===== src/kmp_pkg.sv =====
`timescale 1ns / 1ps

package kmp_pkg;

  // Fixed field widths
  localparam int PRICE_W  = 16;
  localparam int PROFIT_W = 31;
  localparam int KCFG_W   = 7;
  localparam int COUNT_W  = 17;
  localparam int HOLD_W   = 33;

  // Default number of stages
  localparam int MAX_K_DEF = 64;

  localparam logic [PROFIT_W-1:0] PROFIT_CAP = {PROFIT_W{1'b1}};
  localparam logic [COUNT_W-1:0]  COUNT_CAP  = {COUNT_W{1'b1}};
  // -2^32: no share held yet
  localparam logic signed [HOLD_W-1:0] NO_HOLD = {1'b1, {(HOLD_W-1){1'b0}}};

  // Per-cycle control for the stage chain
  typedef struct packed {
    logic en;   // update on this price
    logic clr;  // return to the cleared state
  } cell_ctrl_t;

endpackage


===== src/kmp_cell.sv =====
`timescale 1ns / 1ps

// One transaction stage: best holding value and best sold value
module kmp_cell (
  input  logic                          clk_i,
  input  logic                          rst_ni,
  input  kmp_pkg::cell_ctrl_t           ctrl_i,
  input  logic [kmp_pkg::PRICE_W-1:0]   price_i,
  input  logic [kmp_pkg::PROFIT_W-1:0]  below_i,
  output logic [kmp_pkg::PROFIT_W-1:0]  sold_o
);
  import kmp_pkg::*;

  logic signed [HOLD_W-1:0]   hold_q, hold_d;
  logic        [PROFIT_W-1:0] sold_q, sold_d;
  logic signed [HOLD_W-1:0]   buy;
  logic signed [HOLD_W:0]     sell;
  logic signed [HOLD_W-1:0]   hold_new;

  // Buy from the lower stage's old sold value, then try selling today
  always_comb begin
    buy      = $signed({2'b00, below_i}) - $signed({{(HOLD_W-PRICE_W){1'b0}}, price_i});
    hold_new = (hold_q < buy) ? buy : hold_q;
    sell     = $signed({hold_new[HOLD_W-1], hold_new})
             + $signed({{(HOLD_W+1-PRICE_W){1'b0}}, price_i});
    hold_d   = hold_q;
    sold_d   = sold_q;
    if (ctrl_i.clr) begin
      hold_d = NO_HOLD;
      sold_d = '0;
    end else if (ctrl_i.en) begin
      hold_d = hold_new;
      if (sell > $signed({3'b000, sold_q})) begin
        sold_d = (sell > $signed({3'b000, PROFIT_CAP})) ? PROFIT_CAP : sell[PROFIT_W-1:0];
      end
    end
  end

  always_ff @(posedge clk_i or negedge rst_ni) begin
    if (!rst_ni) begin
      hold_q <= NO_HOLD;
      sold_q <= '0;
    end else begin
      hold_q <= hold_d;
      sold_q <= sold_d;
    end
  end

  assign sold_o = sold_q;

endmodule


===== config.mk =====
export PLATFORM = sky130hd
export DESIGN_NAME = kmp_cell
export DESIGN_NICKNAME = d
export VERILOG_FILES = /design/src/kmp_pkg.sv /design/src/kmp_cell.sv
export SDC_FILE = /design/constraint.sdc
export NUM_CORES = 1
export LEC_CHECK = 0
export ABC_CLOCK_PERIOD_IN_PS = 25600
export BUFFER_PORTS_ARGS = -buffer_cell sky130_fd_sc_hd__buf_4
export CAP_MARGIN = 20
export CORE_MARGIN = 4
export CORE_UTILIZATION = 55
export CTS_BUF_LIST = sky130_fd_sc_hd__clkbuf_16
export DETAILED_ROUTE_END_ITERATION = 12
export PLACE_DENSITY = 0.85
export SLEW_MARGIN = 20
export SYNTH_ARGS = -nofsm -noshare
export SYNTH_HDL_FRONTEND = slang
export SYNTH_SLANG_ARGS = --single-unit

===== constraint.sdc =====
create_clock -name clk_i -period 25.6 [get_ports clk_i]
set_input_delay 3.84 -clock clk_i [delete_from_list [all_inputs] [get_ports clk_i]]
set_output_delay 3.84 -clock clk_i [all_outputs]
set_load 0.005 [all_outputs]

==> impl_results.md, run 1 <==
- Num CTS Buffers: 9
- Fill count: 1142
- Nets: around 1100
- Gp weighted congestion: 0.972
- DP HPWL: 15400 microns
- RSZ-0062 raised after global routing: false
- Postcts setup bufs: 0
- Final wirelength: 20000 microns
- Core ar.: 13200 sq um
- Final core utilization: 63.7%
- Fin. max-slew vios: 0
- Reg clk slew, reported paths: 0.05 ns
- Min Clock Period, post-route: 14.84 ns
- Yosys warnings: 0
- Clk Latency, worst-skew pair: 0.34 ns
- Area growth, synth to finish: 13.8%
- Drt wl/cell: 17.2 microns
- Post-synthesis async set-or-reset flop share: 100%
- DR iter-0 viols: 737
- GRT Resource Usage Total: 26.8%
- Yosys cell types: between 60 and 70
- CTS Sinks: 64
- Clk root buf: clkbuf_16
- Final setup viols: 0
- Dpl cell area: 8130 sq um
- Crit. End Element: flop
- H-Tree Level Count: 3
- Final hold vios: 0
- Initial antenna violation count: 0
- Clock skew: 0.00931 ns
- Share of cells above drive strength 1: between 15 and 20%
- CTS Hold Bufs: 0
- Setup TNS Final: 0 ns
- Placed cells: roughly 1200
- Met2 wire len: around 9000 microns
- Area occupied by multi-input gates: 5220 sq um
- Mapped Avg Cell Area: 8.02 sq um
- Layout Cells excl Fill: 1166
- Worst vdd ir: roughly 0.042 mV
- Worst EP required: 25.77 ns
- I/O Pins: 82
- GRT overflow: 0
- Worst setup SP type: input pin
- CP max stage delay: 0.66 ns
- Syn nets: 1070
- Flops & latches, synth: 64
- Power Dens Cells: around 66 nW/um^2
- Worst-Margin Slew: a little under 0.9 ns
- Row count: 42
- Initial Util: between 50% and 60%
- Post_cts resized: 0
- Max-cap violations: 0
- Max Freq: between 0.06 and 0.07 GHz
- Sequential area share after synthesis: 21.7%
- CP max stage cell: a21oi_1
- Vias in the first global route: 6749
- Leak pwr: 3.84 nW
- Crit path arrival time: 15.01 ns
- # diodes: 0
- CTS max path bufs: 2
- Iteration count of the initial detailed-routing pass: 5
- Die Span X: 124 microns
- Vias per inst: 6.06
- Top routing layer in use: met4
- Crit Path Max Fanout: 52
- First-pass GRT wire length: 32800 microns
- Wire length on met3: 1510 microns
- Period utilization: 58.0%
- Worst min path class: flop to flop
- Final ANT Viol Nets: 0
- Seq. cell area: 1600 sq um
- Cell Area, Synth: 7390 sq um
- Die area: 15400 sq um
- Chip Height: approximately 120 microns
- Main synth FF type: dfrtp_1
- M1 WL: 9160 microns
- Status: complete, no violations
- Via Count: around 7100
- Syn Inst Count: between 900 and 1000
- CP Class: input pin to flop
- EDFF count, synth: 0
- Post-route design area: 8410 sq um
- Port Buffers: 81
- CTS tree: yes
- Largest net degree at the start of global routing: 65
- DRC: 0
- Relative slew slack: 42.1%
## state kept, by name, summed over array words and instances (netlist names)
register and flops:
hold_q 33, sold_o 31
## final timing paths
| kind | cells past startpoint | endpoint | start | slack (ns) |
|---|---|---|---|---|
| max in group asynchronous | 1 | hold_q[12] | rst_ni | 21.43 |
| min in group asynchronous | 1 | sold_o[26] | rst_ni | 3.62 |
| worst min-delay path | 2 | hold_q[10] | hold_q[10] | 0.55 |
| worst min register to register | 2 | hold_q[10] | hold_q[10] | 0.55 |
| worst max-delay path | 49 | sold_o[24] | below_i[0] | 10.76 |
| worst max register to register | 34 | sold_o[24] | hold_q[32] | 16.28 |
## per-stage QoR
stage | power, mW | setup WS (ns) | hold slack [ns]
6_report | 0.556 | 10.76 | 0.551
5_1_grt | 0.600 | 9.90 | 0.587
4_1_cts | 0.553 | 10.91 | 0.556
3_5_place_dp | 0.432 | 10.65 | 0.548
3_3_place_gp | 0.422 | 11.00 | 0.533
2_1_floorplan | 0.350 | 12.23 | 0.511
## layout make-up
type                            instances  share of cell area (%)
Timing Repair Buffer                   88                    7.86
Multi-Input combinational cell        710                    62.1
Inverter                              113                    5.04
Clock buffer                            9                    2.68
Tap cell                              176                    2.62
Sequential cell                        64                    19.1
Clock inverter                          6                   0.640
## kinds of logic (layout without fill, tap and decap cells)
logic type	Yosys count	after routing	share of synthesized area, %
XOR/XNOR	56	56	6.64
multiplexers	14	14	1.98
buffers and inverters	147	216	7.94
adder cells (fa/ha/maj)	98	98	16.8
AND/OR/NAND/NOR	267	267	17.4
AO/OA/AOI/OAI	275	275	27.6
flip-flops	64	64	21.7
## report_power, final
part           switching (mW)  total (mW)  internal (mW)
clock                  0.0457       0.119         0.0735
sequential             0.0153       0.132          0.116
combinational           0.175       0.305          0.130
## cell usage after synthesis (3+ instances only)
library cell  instances  area (sq um)
inv_1               113           424
a21oi_1             103           515
ha_1                 96          1200
nor2_1               83           312
nand2_1              67           251
dfrtp_1              63          1580
o21ai_0              39           195
xnor2_1              33           289
a311oi_2             30           450
nor3_1               23           115
xor2_1               23           201
clkbuf_1             22          82.6
a21o_1               19           143
nand4_1              18           113
a211oi_1             16           120
nand3_1              16          80.1
o211ai_1             10          75.1
mux2i_1               9          90.1
nand2b_1              9          56.3
nor4_1                8          50.1
o21a_1                8          60.1
and2_1                7          43.8
o21bai_1              7          52.6
or3_1                 7          43.8
mux2_2                5          56.3
nor2b_1               5          31.3
or2_2                 5          31.3
a211oi_2              4          50.1
buf_1                 4          15.0
buf_2                 4          20.0
buf_6                 4          45.0
o221ai_1              4          35.0
a21boi_0              3          22.5
a21oi_2               3          26.3
a221oi_1              3          26.3
a31oi_1               3          18.8
and4_1                3          26.3
o21ai_1               3          15.0
or2_1                 3          18.8
or4_1                 3          22.5
## routing by layer
| layer | up-vias | GRT usage (%) |
|---|---|---|
| met5 | - | 0 |
| met4 | 0 | 8.97 |
| met3 | 39 | 4.77 |
| met2 | 305 | 42.0 |
| met1 | 3283 | 37.5 |
| li1 | 3434 | - |
## layout by cell type (no fill, tap or decap), drive strengths merged, types with 3 or more instances in the layout
master | netlist | final
mux2 | 5 | 5
or3 | 7 | 7
a21oi | 106 | 106
a211oi | 20 | 20
mux2i | 9 | 9
a311oi | 32 | 32
nand4 | 18 | 18
ha | 96 | 96
a21o | 19 | 19
clkbuf | 22 | 9
a221oi | 3 | 3
nor2 | 83 | 83
or4 | 4 | 4
nand3 | 16 | 16
xnor2 | 33 | 33
o21a | 8 | 8
a41oi | 3 | 3
o221ai | 4 | 4
and2 | 7 | 7
inv | 113 | 115
dfrtp | 63 | 63
nand2b | 9 | 9
o21bai | 7 | 7
nor3 | 24 | 24
nor2b | 5 | 5
o211ai | 11 | 11
nor4 | 9 | 9
a21boi | 3 | 3
a31oi | 4 | 4
xor2 | 23 | 23
buf | 12 | 88
or2 | 8 | 8
nand2 | 67 | 67
o21ai | 43 | 43
and4 | 3 | 3
## critical path, delay by kind of cell
kind                     cells  cell delay [ns]
adder cells (fa/ha/maj)      5             1.47
AO/OA/AOI/OAI               20             4.59
AND/OR/NAND/NOR             13             2.87
buffers and inverters        8             1.61
XOR/XNOR                     2             0.35
multiplexers                 1             0.21
Power figures use the tool's default switching activity.
==> run 2, diff against run 1 <==
--- a/config.mk
+++ b/config.mk
@@ -5,14 +5,14 @@
 export SDC_FILE = /design/constraint.sdc
 export NUM_CORES = 1
 export LEC_CHECK = 0
-export ABC_CLOCK_PERIOD_IN_PS = 25600
+export ABC_CLOCK_PERIOD_IN_PS = 13450
 export BUFFER_PORTS_ARGS = -buffer_cell sky130_fd_sc_hd__buf_4
 export CAP_MARGIN = 20
 export CORE_MARGIN = 4
 export CORE_UTILIZATION = 55
 export CTS_BUF_LIST = sky130_fd_sc_hd__clkbuf_16
 export DETAILED_ROUTE_END_ITERATION = 12
-export PLACE_DENSITY = 0.85
+export PLACE_DENSITY = 0.88
 export SLEW_MARGIN = 20
 export SYNTH_ARGS = -nofsm -noshare
 export SYNTH_HDL_FRONTEND = slang
==> constraint.sdc (replaced) <==
create_clock -name clk_i -period 13.45 [get_ports clk_i]
set_input_delay 2.0175 -clock clk_i [delete_from_list [all_inputs] [get_ports clk_i]]
set_output_delay 2.0175 -clock clk_i [all_outputs]
set_load 0.005 [all_outputs]
==> impl_results.md, run 2 (synthesis gave the netlist of run 1 again) <==
- Status: complete, no violations
- WHS: 0.556 ns (+0.00488 ns)
- Final ANT Viol Nets: 0 (unchanged)
- Worst vdd ir: 0.0646 mV (+53%)
- Crit. End Element: flop
- Area occupied by multi-input gates: 5210 sq um (-0.22%)
- Worst EP required: 13.62 ns (-12.15 ns)
- Post_cts resized: 0 (unchanged)
- Reg power frac: 23.4% (-0.3 points)
- Final setup viols: 0 (unchanged)
- Vias per inst: 6.08 (+0.41%)
- Nets: 1135 (unchanged)
- Chip Height: 124 microns (unchanged)
- Clock power share: 21.6% (+0.2 points)
- Switching share of power: 42.7% (+0.27 points)
- Max-cap violations: 0 (unchanged)
- Most frequent cells in the layout: inv_1, a21oi_1, ha_1
- Vias in the first global route: 6698 (-0.76%)
- H-Tree Level Count: 3 (unchanged)
- Die Span X: 124 microns (unchanged)
- Crit path arrival time: 12.56 ns (-2.45 ns)
- Clk root buf: clkbuf_16
- Most common cell after layout, fill and taps aside: inv_1
- Worst min path class: flop to flop
- Crit Path Max Fanout: 23 (-56%)
- Iteration count of the initial detailed-routing pass: 7 (+2)
- Gp weighted congestion: 1.02 (+4.8%)
- Postcts setup bufs: 0 (unchanged)
- Period utilization: 92.1%
- Worst slack at placement: 0.861 ns (-9.79 ns)
- # diodes: 0 (unchanged)
- GRT Resource Usage Total: 27.0% (+0.13 points)
- CP max stage cell: a21oi_1
- Clk Latency, worst-skew pair: 0.34 ns (about the same)
- Largest net degree at the start of global routing: 65 (unchanged)
- Switching Power: 0.456 mW (+94%)
- Worst path top cell family by delay: compound AO/OA/AOI/OAI gates
- Worst setup SP type: input pin
- CTS tree: yes
- DR iter-0 viols: 736 (-0.14%)
- CTS Sinks: 64 (unchanged)
- Area growth, synth to finish: 13.9%
- DP HPWL: 15400 microns (about the same)
- Share of cells above drive strength 1: 16.4% (+0.20 points)
- Fin. max-slew vios: 0 (unchanged)
- Drt wl/cell: 17.2 microns (+0.31%)
- Min Clock Period, post-route: 12.39 ns
- Leak pwr: 3.84 nW (about the same)
- Placed cells: 1151 (unchanged)
- Core ar.: 13200 sq um (unchanged)
- Initial antenna violation count: 0 (unchanged)
- Layout Cells excl Fill: 1166 (unchanged)
- Num CTS Buffers: 9 (unchanged)
- CTS max path bufs: 2 (unchanged)
- Largest register FFs: 33 (unchanged)
- Pwr Total: 1.07 mW (+92%)
- Final worst slack: 1.06 ns (-9.70 ns)
- Largest Register: hold_q
- Die area: 15400 sq um (unchanged)
- Clock skew: 0.0100 ns (+0.000730 ns)
- Buffers & Inverters on Critical Path: 6 (-2)
- Final hold vios: 0 (unchanged)
- DRC: 0 (unchanged)
- CTS Hold Bufs: 0 (unchanged)
- Worst-Margin Slew: 0.913 ns (+0.0450 ns)
- Power Dens Cells: 127 nW/um^2 (+92%)
- First-pass GRT wire length: 33100 microns (+0.86%)
- I/O Pins: 82 (unchanged)
- Fill count: 1112 (-2.6%)
- Max Freq: 0.0807 GHz
- Via Count: 7090 (+0.41%)
- Setup TNS Final: 0 ns (unchanged)
- Seq. cell area: 1600 sq um (unchanged)
- Relative slew slack: 39.1% (-3.0 points)
- Reg clk slew, reported paths: 0.06 ns (about the same)
- GRT overflow: 0 (unchanged)
- RSZ-0062 raised after global routing: false
- CP Class: input pin to flop
- Row count: 42 (unchanged)
- Combinational fraction of design power: 55.0% (about the same)
- Initial Util: 56.0% (unchanged)
- Final wirelength: 20100 microns (+0.31%)
- CP max stage delay: 0.64 ns (-0.02 ns)
- Internal: 0.613 mW (+92%)
- Port Buffers: 81 (unchanged)
run 2: cell count changes in the layout (fill, tap and decap cells not counted), sizes merged:
| cell | delta |
|---|---|
| clkinvlp | +1 |
| inv | -1 |
run 2: worst paths after layout:
kind                       slack (ns)          to  cells after the start  startpoint
max in group asynchronous       11.13  hold_q[19]                      1      rst_ni
max reg2reg                      4.61  sold_o[13]                     34  hold_q[20]
min in group asynchronous        1.79  sold_o[23]                      1      rst_ni
max                              1.06  sold_o[13]                     48  below_i[0]
min                              0.56   hold_q[5]                      2   hold_q[5]
min reg2reg                      0.56   hold_q[5]                      2   hold_q[5]
run 2: stage by stage:
| stage | util (%) | instance area, sq um |
|---|---|---|
| 6_report | 63.8 | 8420 |
| 5_1_grt | 63.8 | 8420 |
| 4_1_cts | 63.8 | 8420 |
| 3_5_place_dp | 61.6 | 8130 |
| 3_3_place_gp | 61.6 | 8130 |
| 2_1_floorplan | - | 7390 |
run 2: area by class of cell:
| class | count | share of cell area (%) |
|---|---|---|
| multi-input cells | 710 | 61.9 |
| flip-flops and latches | 64 | 19.0 |
| repair buffers | 88 | 8.00 |
| inverters | 113 | 5.04 |
| clock buffers | 9 | 2.68 |
| well taps | 176 | 2.62 |
| clock inverters | 6 | 0.743 |
run 2: power groups by stage:
stage	clock network (mW)	registers (mW)	logic, mW
5_1_grt	0.241	0.254	0.657
6_report	0.231	0.250	0.588
4_1_cts	0.232	0.250	0.582
3_5_place_dp	0	0.253	0.572
3_3_place_gp	0	0.252	0.550
2_1_floorplan	0	0.247	0.420
run 2: layer usage:
metal  up-vias  track usage [%]  wire, microns  part of all wire [%]
met3        34             3.86           1440                   7.1
met5         -                0              0                     0
met2       271             43.4           9120                    45
met4         0             7.53            398                   2.0
met1      3350             37.9           9120                    45
li1       3435                -              -                     -
run 2: worst register-to-register path, delay by kind of cell (launching register included):
family                   cells  cell delay, ns
AND/OR/NAND/NOR             13            2.96
buffers and inverters        2            0.35
AO/OA/AOI/OAI               14            3.39
flip-flops                   1            0.46
XOR/XNOR                     1            0.24
adder cells (fa/ha/maj)      4            1.28
==> run 3, diff against run 2 <==
--- a/config.mk
+++ b/config.mk
@@ -10,8 +10,9 @@
 export CAP_MARGIN = 20
 export CORE_MARGIN = 4
 export CORE_UTILIZATION = 55
-export CTS_BUF_LIST = sky130_fd_sc_hd__clkbuf_16
+export CTS_BUF_LIST = sky130_fd_sc_hd__clkbuf_8
 export DETAILED_ROUTE_END_ITERATION = 12
+export GPL_TIMING_DRIVEN = 0
 export PLACE_DENSITY = 0.88
 export SLEW_MARGIN = 20
 export SYNTH_ARGS = -nofsm -noshare
==> impl_results.md, run 3 (synthesis gave the netlist of run 1 again) <==
- Worst vdd ir: 0.0564 mV (-13%)
- Clock skew: 0.0120 ns (+0.00193 ns)
- I/O Pins: 82 (unchanged)
- RSZ-0062 raised after global routing: false
- Via Count: 7305 (+3.0%)
- Worst Reg2Reg Path Length in Cells: 33 (-2.9%)
- H-Tree Level Count: 3 (unchanged)
- Worst slack at placement: -0.500 ns (-1.36 ns)
- WHS: 0.555 ns (-0.000821 ns)
- DR iter-0 viols: 862 (+17%)
- Vias in the first global route: 7005 (+4.6%)
- Most common cell after layout, fill and taps aside: inv_1
- Switching Power: 0.463 mW (+1.5%)
- CTS max path bufs: 2 (unchanged)
- CTS Sinks: 64 (unchanged)
- Share of cells above drive strength 1: 16.7% (+0.35 points)
- Clk Latency, worst-skew pair: 0.37 ns (+0.03 ns)
- Drt wl/cell: 17.7 microns (+2.8%)
- Die Span X: 124 microns (unchanged)
- Pwr Total: 1.03 mW (-3.3%)
- Iteration count of the initial detailed-routing pass: 6 (-1)
- Reg clk slew, reported paths: 0.08 ns (+0.02 ns)
- Relative slew slack: 43.1% (+4.0 points)
- Hold Startpoint: hold_q[10]
- Internal: 0.571 mW (-6.9%)
- Layout Cells excl Fill: 1193 (+2.3%)
- Reg power frac: 24.2% (+0.8 points)
- Vias per inst: 6.12 (+0.70%)
- Largest Register: hold_q
- Core ar.: 13200 sq um (unchanged)
- Min Clock Period, post-route: 12.68 ns (+0.291 ns)
- Largest register FFs: 33 (unchanged)
- DP HPWL: 16500 microns (+7.1%)
- Clock power share: 17.6% (-4.0 points)
- Row count: 42 (unchanged)
- Max-cap violations: 0 (unchanged)
- Worst EP required: 13.73 ns (+0.11 ns)
- Worst setup SP type: input pin
- Crit Reg-Reg Endpoint: sold_o[16]
- Num CTS Buffers: 9 (unchanged)
- Nets: 1161 (+2.3%)
- Chip Height: 124 microns (unchanged)
- Gp weighted congestion: 0.986 (-3.2%)
- Most frequent cells in the layout: inv_1, a21oi_1, ha_1
- Area growth, synth to finish: 14.3%
- Clk root buf: clkbuf_8
- Crit path arrival time: 12.96 ns (+0.40 ns)
- Largest net degree at the start of global routing: 65 (unchanged)
- Worst hold path depth: 2 (unchanged)
- Initial antenna violation count: 0 (unchanged)
- Initial Util: 56.0% (unchanged)
- CP max stage delay: 0.59 ns (-0.05 ns)
- Switching share of power: 44.8% (+2.1 points)
- Final ANT Viol Nets: 0 (unchanged)
- Max Freq: 0.0788 GHz (-2.3%)
- Hold EP: hold_q[10]
- Worst-Margin Slew: 0.853 ns (-0.0596 ns)
- Placed cells: 1177 (+2.3%)
- GRT Resource Usage Total: 28.3% (+1.3 points)
- First-pass GRT wire length: 34300 microns (+3.8%)
- GRT overflow: 0 (unchanged)
- Crit Path Max Fanout: 10 (-57%)
- Leak pwr: 3.85 nW (about the same)
- Final wirelength: 21100 microns (+5.2%)
- Status: complete, no violations
- Power Dens Cells: 122 nW/um^2 (-3.6%)
- CTS Hold Bufs: 0 (unchanged)
- Final setup viols: 0 (unchanged)
- Post-route design area: 8450 sq um (+0.33%)
- Final worst slack: 0.766 ns (-0.291 ns)
- Combinational fraction of design power: 58.2% (+3.2 points)
- CP max stage cell: or4_1
- # diodes: 0 (unchanged)
- Dpl cell area: 8210 sq um (+0.97%)
- Period utilization: 94.3% (+2.2 points)
- DRC: 0 (unchanged)
- Final hold vios: 0 (unchanged)
- CP Class: input pin to flop
- Fin. max-slew vios: 0 (unchanged)
- RR Startpoint: hold_q[32]
- Port Buffers: 80 (-1.2%)
- Die area: 15400 sq um (unchanged)
- Worst min path class: flop to flop
- Crit. End Element: flop
- CTS tree: yes
- R2R setup slack: 4.28 ns (-0.33 ns)
-- run 3: what timing repair did --
action | 4_1_cts | 5_1_grt
setup endpoints to repair | 30 | 31
setup buffers | 0 | 0
gates resized for setup | 1 | 14
-- run 3: area by class of cell --
type / instances / area (sq um)
multi-input cells: 710 / 5220
fillers: 1116 / 4740
flip-flops and latches: 64 / 1600
repair buffers: 80 / 601
inverters: 113 / 424
well taps: 176 / 220
plain buffers: 34 / 170
clock buffers: 11 / 151
clock inverters: 5 / 56.3
-- run 3: power by group through the flow --
stage	Clock, mW	Combinational, mW	Sequential [mW]
after floorplan	0	0.420	0.247
after detailed placement	0	0.584	0.253
after CTS	0.181	0.592	0.249
after global placement	0	0.555	0.252
after global routing	0.188	0.672	0.254
final	0.182	0.602	0.250
-- run 3: worst max-delay path by stage --
stage,depth (start not counted),from,end
finish,45,below_i[0],sold_o[16]
global route,50,below_i[0],sold_o[16]
CTS,47,below_i[0],sold_o[25]
detailed placement,50,below_i[0],sold_o[25]
global placement,50,below_i[0],sold_o[3]
floorplan,45,below_i[0],sold_o[11]
-- run 3: through the flow --
stage | TNS (ns) | utilization [%]
4_1_cts | 0 | 63.8
5_1_grt | 0 | 64.0
3_5_place_dp | -12.68 | 62.2
2_1_floorplan | 0 | -
3_3_place_gp | -5.67 | 62.2
6_report | 0 | 64.0
-- run 3: critical path, delay by kind of cell --
| kind | cells | cell delay (ns) |
|---|---|---|
| AOI/OAI and AO/OA | 19 | 4.62 |
| adders and majority gates | 5 | 1.62 |
| buffers and inverters | 9 | 1.69 |
| xor gates and xnor gates | 2 | 0.78 |
| and+or+nand+nor | 10 | 2.21 |
-- run 3: per-layer routing --
| layer | share of wire, % | global-route usage (%) |
|---|---|---|
| met2 | 46 | 45.3 |
| met3 | 8.1 | 4.09 |
| met1 | 43 | 38.6 |
| met5 | 0 | 0 |
| met4 | 2.9 | 11.0 |
